===== src/design/trl_pkg.sv =====
// trl_pkg: shared sizes, codes and structs of the tile residency table
// no dependencies
`timescale 1ns / 1ps
`default_nettype none
package trl_pkg;
   localparam int TABLE_DEPTH = 64;
   localparam int KEY_WIDTH   = 32;
   localparam int STAMP_WIDTH = 32;
   localparam int SLOT_W      = $clog2(TABLE_DEPTH);
   localparam int COUNT_W     = 7;

   typedef logic [KEY_WIDTH-1:0]   key_type;
   typedef logic [STAMP_WIDTH-1:0] stamp_type;
   typedef logic [SLOT_W-1:0]      slot_type;
   typedef logic [COUNT_W-1:0]     count_type;

   localparam logic [2:0] OP_TOUCH     = 3'd0;
   localparam logic [2:0] OP_CREATE    = 3'd1;
   localparam logic [2:0] OP_DROP      = 3'd2;
   localparam logic [2:0] OP_CLR_SAVE  = 3'd3;
   localparam logic [2:0] OP_CLR_PUB   = 3'd4;
   localparam logic [2:0] OP_LIST      = 3'd5;
   localparam logic [2:0] OP_QUERY     = 3'd6;

   localparam logic [1:0] ST_OK        = 2'd0;
   localparam logic [1:0] ST_NONE      = 2'd1;
   localparam logic [1:0] ST_FULL      = 2'd2;
   localparam logic [1:0] ST_SAT       = 2'd3;

   // write command broadcast along the row of cells
   typedef struct packed {
      logic      create;
      logic      stamp_en;
      logic      mark;
      logic      drop;
      logic      clr_save;
      logic      clr_pub;
      key_type   key;
      stamp_type stamp;
   } cell_cmd_type;

   // what one cell shows to the controller
   typedef struct packed {
      logic      valid;
      logic      match;
      logic      save_dirty;
      logic      publish_dirty;
      key_type   key;
      stamp_type stamp;
   } cell_view_type;
endpackage
`default_nettype wire


===== src/design/trl_cell.sv =====
// trl_cell: one table entry with its own key compare
// depends on trl_pkg
`timescale 1ns / 1ps
`default_nettype none
module trl_cell (
   input  wire logic                  clock,
   input  wire logic                  reset,
   input  wire trl_pkg::cell_cmd_type cmd,
   input  wire logic                  sel,
   input  wire trl_pkg::key_type      look_key,
   output trl_pkg::cell_view_type     view
);
   import trl_pkg::*;

   logic      valid_ff, sd_ff, pd_ff;
   key_type   key_ff;
   stamp_type stamp_ff;

   always_ff @(posedge clock) begin
      if (reset) begin
         valid_ff <= 1'b0;
         sd_ff    <= 1'b0;
         pd_ff    <= 1'b0;
      end else begin
         if (sel && cmd.create) begin
            valid_ff <= 1'b1;
            sd_ff    <= cmd.mark;
            pd_ff    <= cmd.mark;
         end else if (sel && cmd.drop) begin
            valid_ff <= 1'b0;
            sd_ff    <= 1'b0;
            pd_ff    <= 1'b0;
         end else if (sel && cmd.mark) begin
            sd_ff <= 1'b1;
            pd_ff <= 1'b1;
         end else begin
            if (cmd.clr_save) sd_ff <= 1'b0;
            if (cmd.clr_pub)  pd_ff <= 1'b0;
         end
      end
   end

   always_ff @(posedge clock) begin
      if (sel && cmd.create) key_ff <= cmd.key;
      if (sel && cmd.stamp_en) stamp_ff <= cmd.stamp;
   end

   always_comb begin
      view.valid         = valid_ff;
      view.match         = valid_ff && (key_ff == look_key);
      view.save_dirty    = sd_ff;
      view.publish_dirty = pd_ff;
      view.key           = key_ff;
      view.stamp         = stamp_ff;
   end
endmodule
`default_nettype wire


===== config.mk =====
export PLATFORM = sky130hd
export DESIGN_NAME = trl_cell
export DESIGN_NICKNAME = d
export VERILOG_FILES = /design/src/design/trl_pkg.sv /design/src/design/trl_cell.sv
export SDC_FILE = /design/constraint.sdc
export NUM_CORES = 1
export LEC_CHECK = 0
export ABC_CLOCK_PERIOD_IN_PS = 3300
export BUFFER_PORTS_ARGS = -buffer_cell sky130_fd_sc_hd__buf_4
export CORE_ASPECT_RATIO = 0.8
export CORE_UTILIZATION = 43
export CTS_CLUSTER_DIAMETER = 100
export CTS_CLUSTER_SIZE = 24
export DETAILED_ROUTE_END_ITERATION = 16
export PLACE_DENSITY = 0.84
export SKIP_LAST_GASP = 1
export SYNTH_ARGS = -nofsm -noshare
export SYNTH_HDL_FRONTEND = slang
export SYNTH_SLANG_ARGS = --single-unit

===== constraint.sdc =====
create_clock -name clock -period 3.3 [get_ports clock]
set_clock_uncertainty 0.05 [all_clocks]
set_input_delay 0.66 -clock clock [delete_from_list [all_inputs] [get_ports clock]]
set_output_delay 0.66 -clock clock [all_outputs]
set_load 0.03 [all_outputs]

==> results of run 1 <==
[flip-flops by register name, indices dropped and copies added (netlist names)]
signal and flops:
pd_ff 1, key_ff 32, sd_ff 1, valid_ff 1, stamp_ff 32
[stage by stage]
step | cells | hold slack [ns] | worst slack, ns | cell area (sq um) | power (W)
3_3_place_gp | 376 | 0.417 | 0.660 | 3810 | 0.00138
3_5_place_dp | 376 | 0.416 | 0.707 | 3810 | 0.00139
2_1_floorplan | 127 | 0.396 | 0.919 | 2430 | 0.00120
5_1_grt | 392 | 0.412 | 0.655 | 3980 | 0.00202
6_report | 392 | 0.421 | 0.713 | 3980 | 0.00194
4_1_cts | 392 | 0.414 | 0.692 | 3980 | 0.00196
[cells by family (layout without fill, tap and decap cells)]
family | after synthesis | count (layout)
AOI/OAI and AO/OA | 4 | 4
muxes | 1 | 1
xor gates and xnor gates | 32 | 32
and+or+nand+nor | 19 | 19
DFF | 67 | 67
buffers and inverters | 4 | 191
[path summary, 6_finish.rpt]
kind	to	slack, ns	startpoint
min reg2reg	pd_ff	0.42	pd_ff
max	view[66]	0.71	look_key[26]
max reg2reg	sd_ff	2.64	sd_ff
min	pd_ff	0.42	pd_ff
[power groups by stage]
stage               sequential, W  clock, W  combinational, W
finish                    0.00102  0.000568          0.000350
global route              0.00103  0.000622          0.000369
CTS                       0.00102  0.000588          0.000354
detailed placement        0.00104         0          0.000353
global placement          0.00104         0          0.000346
floorplan                 0.00115         0         0.0000528
[worst min-delay path, cell delays in order (launching register included)]
cell and delay [ns]:
dfxtp_1 0.31, nand2b_1 0.06, a21oi_1 0.06
[per-layer routing]
| metal | vias to the layer above | GRT usage, % |
|---|---|---|
| met2 | 112 | 34.9 |
| met4 | 0 | 7.22 |
| met3 | 8 | 13.5 |
| met1 | 781 | 17.6 |
| li1 | 836 | - |
| met5 | - | 0 |
[cell type report]
class	count	share of cell area [%]
Inverter	1	0.0943
Tap cell	78	2.45
Clock inverter	7	1.13
Multi-Input combinational cell	56	10.7
Clock buffer	9	3.11
Sequential cell	67	49.8
Timing Repair Buffer	174	32.8
[cells in the mapped netlist, drive strengths merged]
library cell,n
xnor2,1
nor3,2
a21oi,3
dfxtp,3
buf,3
edfxtp,64
nand2,2
nor4,7
nand4,1
xor2,31
a21o,1
nor2,1
nand3,2
nand2b,2
mux2i,1
inv,1
and2,2
==> run_results.csv, run 1 <==
group,metric,value,unit
worst_setup_path,crit_buf_inv,2,
yosys,netlist_area,0.00243,sq mm
die,rows,24,
yosys,synth_top_family_by_area,"XOR/XNOR gates",
yosys,synth_fa_ha_area_share,0,%
yosys,synth_compound_area_share,0.926,%
worst_setup_path,cp_max_fo,1,
place,dp_hpwl,4590,um
sta,final_hold_viol_count,0,
cts,htreeDepth,3,
sta,report.final.slew_viol_count,0,
global_routing,grt-ovfl-total,0,
yosys,syn-instance-count,127,
global_routing,track_usage,19.8,%
pwr,seqPwrFrac,52.7,%
pwr,ir_drop,0.406,mV
cts,tritoncts,"built",
yosys,synth-simple-area-share,4.58,%
die,io_pins,173,
final_layout,nNetsFinal,414,
worst_setup_path,crit_slowest_cell,"nor4_1",
final_layout,utilization,73.3,%
yosys,yosysTopAreaCell,"edfxtp_1",
place,place_congestion,0.742,
detailed_routing,drt-met1-wl,1740,um
die,core,0.00544,sq mm
pwr,leakage,1.73,nW
final_layout,syn2layout_area_growth,63.7,%
global_routing,grt_max_degree,33,
cts,post_cts_buffers,0,
detailed_routing,wl_per_cell,14.4,um
yosys,synth_top_cells_by_area,"edfxtp_1 (79%), xor2_1 (11%), dfxtp_1 (2.5%)",
detailed_routing,top_layer,"met4",
yosys,yosys_warnings,0,
pwr,switchingPower,0.000511,W
worst_setup_path,path_class,"primary input to primary output",
worst_setup_path,path_depth,6,
sta,worst_pin_slew,0.376,ns
sta,slew-limit-headroom,74.9,%
final_layout,final_cell_mix,"buf_4 (174), edfxtp_1 (64), xor2_1 (31)",
worst_setup_path,path_cells,"buf_4 -> xor2_1 -> nor4_1 -> nand4_1 -> nor3_2 -> buf_4",
final_layout,final_common_cell,"buf_4",
die,dieHeight,69.3,um
cts,cts.path.max_buffers,2,
sta,finalCriticalPeriod,2.59,ns
cts,clockRootBuffer,"clkbuf_8",
detailed_routing,vias,1737,
detailed_routing,viasPerCell,4.43,
worst_setup_path,cp_data_arrival_time,1.88,ns
die,fp.dieW,86.1,um
detailed_routing,wl_met3,870,um
yosys,synth_xor_area_share,11.5,%
final_layout,final_layout_size_suffix_gt1_share,60.8,%
die,dieArea,0.00596,sq mm
yosys,ys_types,18,
final_layout,fill_cells,355,
sta,setup_violations,0,
sta,max_freq,386,MHz
die,start_util,44.8,%
sta,fin_crit_sh,78.4,%
yosys,synth-seq-area-share,81.5,%
detailed_routing,wl_met2,2970,um
sta,rsz0062_at_grt,"false",
global_routing,grt_pass1_wl,8370,um
worst_setup_path,path_common_cell,"buf_4",
worst_setup_path,critical_path_required,2.59,ns
cts,ctsHoldBuffers,0,
pwr,swShare,26.3,%
cts,cts_resized,0,
global_routing,grt_pass1_vias,1755,
cts,path_clk_slew,0.07,ns
cts,clk_latency,0.34,ns
detailed_routing,ant_nets,0,
flow_run,max_cap_viol_count,0,
final_layout,diodes,0,
yosys,synth_top_area_share,79.0,%
final_layout,multi_input_area,424,sq um
pwr,power_frac_clock,29.3,%
pwr,power_frac_comb,18.0,%
yosys,syn_area_per_cell,19.2,sq um
yosys,synth_mux_area_share,0.412,%
detailed_routing,drt_iter0_drc,57,
detailed_routing,drt_wl_total,5660,um
worst_setup_path,ff2ff_path_depth,2,
worst_setup_path,crit_path_max_incr_delay,0.36,ns
detailed_routing,drc,0,
worst_setup_path,end_kind,"primary output",
global_routing,antenna_found_initial,0,
place,io_buffer_count,172,
worst_setup_path,crit_family,"simple AND/OR/NAND/NOR gates",
status,status,"finished clean",
final_layout,seq_area,0.00198,sq mm
detailed_routing,firstDrtPassIters,4,
pwr,p_per_area,487,mW/mm^2
min_path,hold-path-cell-count,2,
sta,tns,0,ns
cts,numCtsBuffers,9,
yosys,syn_nets,232,
pwr,p_int,0.00143,W
yosys,synth_seq_cells,67,
cts,cts_sinks,67,
worst_setup_path,start_kind,"primary input",
min_path,hp-class,"flop to flop",
(Power assumes the default switching activity.)
==> run 2, diff against run 1 <==
Settings changed: ABC_AREA set to 1, ABC_CLOCK_PERIOD_IN_PS 3300 to 2120, CORE_UTILIZATION 43 to 38, PLACE_DENSITY 0.84 to 0.76.
Clock period 3.3 ns to 2.12 ns, I/O delays scaled along.
==> run 2 against run 1 <==
  * Combinational power increased by 68%
  * First-iteration DRC count decreased by 19%
  * Die area increased by 23%
  * Clock-buffer cell count unchanged
  * Critical path depth increased by 2
  * Critical endpoint unchanged
  * Largest cell class unchanged
  * Highest routed layer unchanged
==> run_results.csv, run 2 <==
group,metric,value,unit
status,status,"finished clean",
yosys,syn-instance-count,222,
min_path,hp-class,"primary input to flop",
place,place_congestion,0.851,
die,rows,26,
die,io_pins,173,
yosys,ys_types,16,
sta,setup_violations,0,
worst_setup_path,crit_family,"simple AND/OR/NAND/NOR gates",
min_path,hold-path-cell-count,2,
cts,cts_sinks,67,
cts,post_cts_buffers,0,
yosys,synth_top_family_by_area,"simple AND/OR/NAND/NOR gates",
cts,clk_latency,0.33,ns
die,fp.dieW,95.3,um
yosys,synth_top_cells_by_area,"edfxtp_1 (73%), nand2_1 (8.8%), inv_1 (5.4%)",
detailed_routing,drt_wl_total,6720,um
yosys,yosys_warnings,0,
detailed_routing,drt_iter0_drc,46,
die,dieArea,0.00731,sq mm
yosys,netlist_area,0.00265,sq mm
cts,tritoncts,"built",
die,dieHeight,76.7,um
cts,clockRootBuffer,"clkbuf_8",
final_layout,utilization,64.7,%
worst_setup_path,path_depth,8,
worst_setup_path,cp_data_arrival_time,1.56,ns
yosys,synth-simple-area-share,13.0,%
yosys,synth_mux_area_share,0,%
detailed_routing,firstDrtPassIters,4,
worst_setup_path,path_class,"flop to primary output",
cts,numCtsBuffers,9,
global_routing,track_usage,18.3,%
final_layout,fill_cells,524,
sta,report.final.slew_viol_count,0,
yosys,yosysMostFrequentCell,"edfxtp_1",
yosys,synth_seq_cells,67,
yosys,synth_compound_area_share,3.02,%
worst_setup_path,ff2ff_path_depth,2,
detailed_routing,wl_per_cell,13.6,um
die,start_util,40.3,%
sta,worst_pin_slew,0.419,ns
die,core,0.00657,sq mm
cts,path_clk_slew,0.08,ns
final_layout,final_common_cell,"buf_4",
pwr,leakage,2.02,nW
yosys,syn_area_per_cell,11.9,sq um
detailed_routing,vias,2131,
detailed_routing,ant_nets,0,
final_layout,reg_top3,"key_ff: 32 flops, stamp_ff: 32 flops",
yosys,async_reset_ff_share,0,%
yosys,yosys-top-cells-count,"edfxtp_1 (64), nand2_1 (62), inv_1 (38)",
detailed_routing,drc,0,
worst_setup_path,crit_slowest_cell,"edfxtp_1",
yosys,synth-seq-area-share,74.8,%
cts,htreeDepth,3,
place,dp_hpwl,5350,um
final_layout,final_layout_size_suffix_gt1_share,47.7,%
worst_setup_path,path_cells,"nand2_1 -> nand2_1 -> nor2_1 -> nand2_1 -> nor2_1 -> nand3_1 -> nor2_1 -> buf_4",
final_layout,final_cell_mix,"buf_4 (174), edfxtp_1 (64), nand2_1 (62)",
worst_setup_path,crit_buf_inv,1,
final_layout,syn2layout_area_growth,60.4,%
sta,fin_crit_sh,96.0,%
global_routing,grt_max_degree,33,
yosys,synth_ff_type,"edfxtp_1",
worst_setup_path,start_kind,"flop",
global_routing,grt_pass1_vias,2130,
yosys,synth_xor_area_share,2.65,%
cts,cts.path.max_buffers,2,
sta,finalCriticalPeriod,2.04,ns
sta,max_freq,491,MHz
worst_setup_path,crit_path_max_incr_delay,0.42,ns
yosys,synth_edf_count,64,
pwr,ir_drop,0.619,mV
global_routing,antenna_found_initial,0,
sta,slew-limit-headroom,72.1,%
worst_setup_path,end_kind,"primary output",
worst_setup_path,critical_path_required,1.65,ns
pwr,p_per_area,761,mW/mm^2
yosys,yosysTopAreaCell,"edfxtp_1",
worst_setup_path,cp_max_fo,3,
yosys,synth_top_area_share,72.6,%
final_layout,diodes,0,
yosys,syn_nets,327,
detailed_routing,viasPerCell,4.32,
sta,final_hold_viol_count,0,
global_routing,grt-ovfl-total,0,
flow_run,max_cap_viol_count,0,
global_routing,grt_pass1_wl,9700,um
place,io_buffer_count,172,
yosys,synth_fa_ha_area_share,0,%
final_layout,nNetsFinal,509,
pwr,power,0.00324,W
sta,rsz0062_at_grt,"true",
run 2: changes by cell type in the layout (fill, tap and decap cells not counted), sizes merged, moves of 7 or more:
cell / change
nor4: -7
o21ai: +8
nand2: +60
xor2: -28
nor2: +20
inv: +40
run 2: area by class of cell:
type / count / area, sq um / area share, %
clock buffers: 9 / 124 / 2.92
well taps: 84 / 105 / 2.47
multi-input cells: 112 / 504 / 11.9
repair buffers: 174 / 1310 / 30.7
flip-flops and latches: 67 / 1980 / 46.6
clock inverters: 7 / 77.6 / 1.83
inverters: 40 / 150 / 3.53
run 2: cells by family after synthesis:
group	Yosys count
xor gates and xnor gates	8
buffers and inverters	43
AOI/OAI and AO/OA	15
DFF	67
and+or+nand+nor	89
run 2: worst paths after layout:
path | slack [ns] | end | startpoint
worst max-delay path | 0.08 | view[66] | key_ff[21]
worst min-delay path | 0.21 | pd_ff | reset
worst max register to register | 1.43 | sd_ff | sd_ff
worst min register to register | 0.44 | valid_ff | valid_ff
run 2: through the flow:
| stage | std cells | worst slack [ns] | TNS, ns | cell area, sq um | hold WS, ns |
|---|---|---|---|---|---|
| CTS | 493 | 0.0222 | 0 | 4240 | 0.190 |
| detailed placement | 477 | 0.282 | 0 | 4040 | 0.427 |
| finish | 493 | 0.0849 | 0 | 4250 | 0.209 |
| global placement | 477 | 0.245 | 0 | 4040 | 0.425 |
| global route | 493 | -0.0323 | -0.0323 | 4250 | 0.187 |
| floorplan | 222 | 0.236 | 0 | 2650 | 0.396 |
run 2: where the power goes:
part / leakage (nW) / switching, W / total, W / internal, W
sequential: 0.625 / 0.0000435 / 0.00159 / 0.00155
clock: 0.0998 / 0.000506 / 0.00106 / 0.000551
combinational: 1.30 / 0.000320 / 0.000587 / 0.000266
total: 2.02 / 0.000870 / 0.00324 / 0.00237
run 2: metal layers:
metal	global-route usage, %	part of all wire (%)	vias up
li1	-	-	1081
met1	20.6	40	953
met2	31.4	51	82
met3	5.56	6.2	15
met4	8.64	2.8	0
met5	0	0	-
run 2: timing repair:
item                       in CTS  in global routing
setup endpoints to repair       0                  1
gates resized for setup         0                  2
hold buffers                    0                  0
==> run 3, diff against run 2 <==
==> constraint.sdc (replaced) <==
create_clock -name clock -period 2.12 [get_ports clock]
set_clock_uncertainty 0.05 [all_clocks]
set_input_delay 0.106 -clock clock [delete_from_list [all_inputs] [get_ports clock]]
set_output_delay 0.106 -clock clock [all_outputs]
set_load 0.03 [all_outputs]
==> run 3 against run 2 <==
  * Clock power grew 5%
  * Non-clock buffer count grew 67
  * Die area is the same
  * Register-to-register slack gained 0.02 ns
  * Critical path type unchanged
  * Cell count grew 14%
  * Via count grew 14%
  * Sequential cell count is the same
  * Largest power group unchanged
  * Power grew 5.0%
==> run_results.csv, run 3 (synthesis gave the netlist of run 2 again) <==
group,metric,value,unit
global_routing,grt-ovfl-total,0,
place,io_buffer_count,172,
detailed_routing,vias,2431,
detailed_routing,drc,0,
global_routing,track_usage,23.1,%
final_layout,multi_input_area,494,sq um
die,fp.dieW,95.3,um
sta,slew-limit-headroom,72.5,%
cts,path_clk_slew,0.06,ns
cts,tritoncts,"built",
cts,clockRootBuffer,"clkbuf_8",
detailed_routing,firstDrtPassIters,4,
worst_setup_path,r2r_setup_slack,1.45,ns
die,dieArea,0.00731,sq mm
sta,setup_violations,0,
sta,rsz0062_at_grt,"false",
worst_setup_path,crit_slowest_cell,"edfxtp_1",
place,place_congestion,0.938,
sta,worst_pin_slew,0.413,ns
global_routing,antenna_found_initial,0,
min_path,hp-class,"primary input to flop",
cts,cts.path.max_buffers,2,
detailed_routing,viasPerCell,4.34,
worst_setup_path,timing.rr.start,"sd_ff",
final_layout,diodes,0,
worst_setup_path,path_common_cell,"nor2_1",
pwr,leakage,2.30,nW
worst_setup_path,ff2ff_path_depth,2,
final_layout,utilization,74.8,%
sta,fin_crit_sh,83.7,%
worst_setup_path,critPathCapture,"view[66]",
cts,htreeDepth,3,
sta,final_hold_viol_count,0,
worst_setup_path,cp_data_arrival_time,1.62,ns
die,io_pins,173,
flow_run,max_cap_viol_count,0,
worst_setup_path,r2r_end,"sd_ff",
global_routing,grt_pass1_wl,12200,um
sta,finalCriticalPeriod,1.77,ns
final_layout,nNetsFinal,576,
pwr,seqPwrFrac,46.9,%
final_layout,seq_area,0.00198,sq mm
worst_setup_path,crit_path_max_incr_delay,0.42,ns
sta,report.final.slew_viol_count,0,
worst_setup_path,end_kind,"primary output",
cts,cts_sinks,67,
detailed_routing,drt_iter0_drc,93,
pwr,p_per_area,691,mW/mm^2
worst_setup_path,critical_path_required,1.96,ns
min_path,hp-start,"cmd[66]",
detailed_routing,drt_wl_total,8140,um
cts,ctsHoldBuffers,67,
pwr,ir_drop,0.463,mV
die,dieHeight,76.7,um
cts,post_cts_buffers,0,
worst_setup_path,cp_max_fo,3,
final_layout,reg_top3,"key_ff: 32 flops, stamp_ff: 32 flops",
worst_setup_path,path_class,"flop to primary output",
global_routing,grt_max_degree,33,
final_layout,fill_cells,420,
worst_setup_path,start_kind,"flop",
worst_setup_path,critical_path.startpoint,"key_ff[22]",
final_layout,final_layout_size_suffix_gt1_share,39.7,%
sta,tns,0,ns
pwr,power_frac_comb,20.5,%
pwr,switchingPower,0.000855,W
die,rows,26,
die,core,0.00657,sq mm
worst_setup_path,path_cells,"nor2_1 -> nor2_1 -> nor2_1 -> nand2_1 -> nor2_1 -> nand3_1 -> nor2_1 -> buf_4",
detailed_routing,wl_per_cell,14.5,um
cts,cts_resized,0,
status,status,"finished clean",
pwr,p_int,0.00254,W
pwr,swShare,25.2,%
final_layout,syn2layout_area_growth,85.5,%
cts,numCtsBuffers,9,
die,start_util,40.3,%
final_layout,final_cell_mix,"buf_4 (174), dlygate4sd3_1 (67), edfxtp_1 (64)",
final_layout,final_common_cell,"buf_4",
global_routing,grt_pass1_vias,2580,
place,dp_hpwl,5430,um
cts,clk_latency,0.33,ns
detailed_routing,ant_nets,0,
sta,max_freq,564,MHz
pwr,power_frac_clock,32.6,%
[run 3: per-stage QoR]
stage / setup slack, ns / power [W] / hold WS, ns / instance area [sq um] / std cells
final: 0.346 / 0.00340 / 0.0196 / 4910 / 560
after global routing: 0.171 / 0.00353 / 0.0254 / 4910 / 560
after CTS: 0.314 / 0.00341 / 0.00122 / 4910 / 560
after detailed placement: 0.694 / 0.00221 / 0.235 / 4040 / 477
after global placement: 0.656 / 0.00220 / 0.234 / 4040 / 477
after floorplan: 0.554 / 0.00189 / 0.125 / 2650 / 222
[run 3: worst max-delay path: cells and delay by family (launching register included)]
family                 cells  cell delay [ns]
AND/OR/NAND/NOR            7             0.69
flip-flops                 1             0.42
buffers and inverters      1             0.18
[run 3: worst min-delay path by stage]
stage | endpoint | slack, ns | depth (start not counted)
after floorplan | pd_ff | 0.13 | 1
after global placement | stamp_ff[4] | 0.23 | 1
after detailed placement | key_ff[28] | 0.24 | 1
after CTS | valid_ff | 0.001 | 4
after global routing | valid_ff | 0.03 | 3
final | valid_ff | 0.02 | 4
[run 3: per-layer routing]
layer | up-vias | wire length (um) | track usage, %
met5 | - | 0 | 0
met4 | 0 | 194 | 10.2
met3 | 18 | 416 | 5.95
met2 | 90 | 4570 | 43.1
met1 | 1109 | 2960 | 23.6
li1 | 1214 | - | -
[run 3: cell type report]
| type | count | share of cell area, % |
|---|---|---|
| Inverter | 40 | 3.05 |
| Tap cell | 84 | 2.14 |
| Multi-Input combinational cell | 112 | 10.1 |
| Clock buffer | 9 | 2.52 |
| Timing Repair Buffer | 241 | 40.2 |
| Clock inverter | 7 | 1.68 |
| Sequential cell | 67 | 40.3 |
[run 3: power groups by stage]
stage                     logic (W)  registers (W)  clock network, W
after floorplan            0.000110        0.00178                 0
after global placement     0.000579        0.00162                 0
after detailed placement   0.000588        0.00162                 0
after CTS                  0.000690        0.00159           0.00113
after global routing       0.000739        0.00160           0.00119
final                      0.000696        0.00159           0.00111
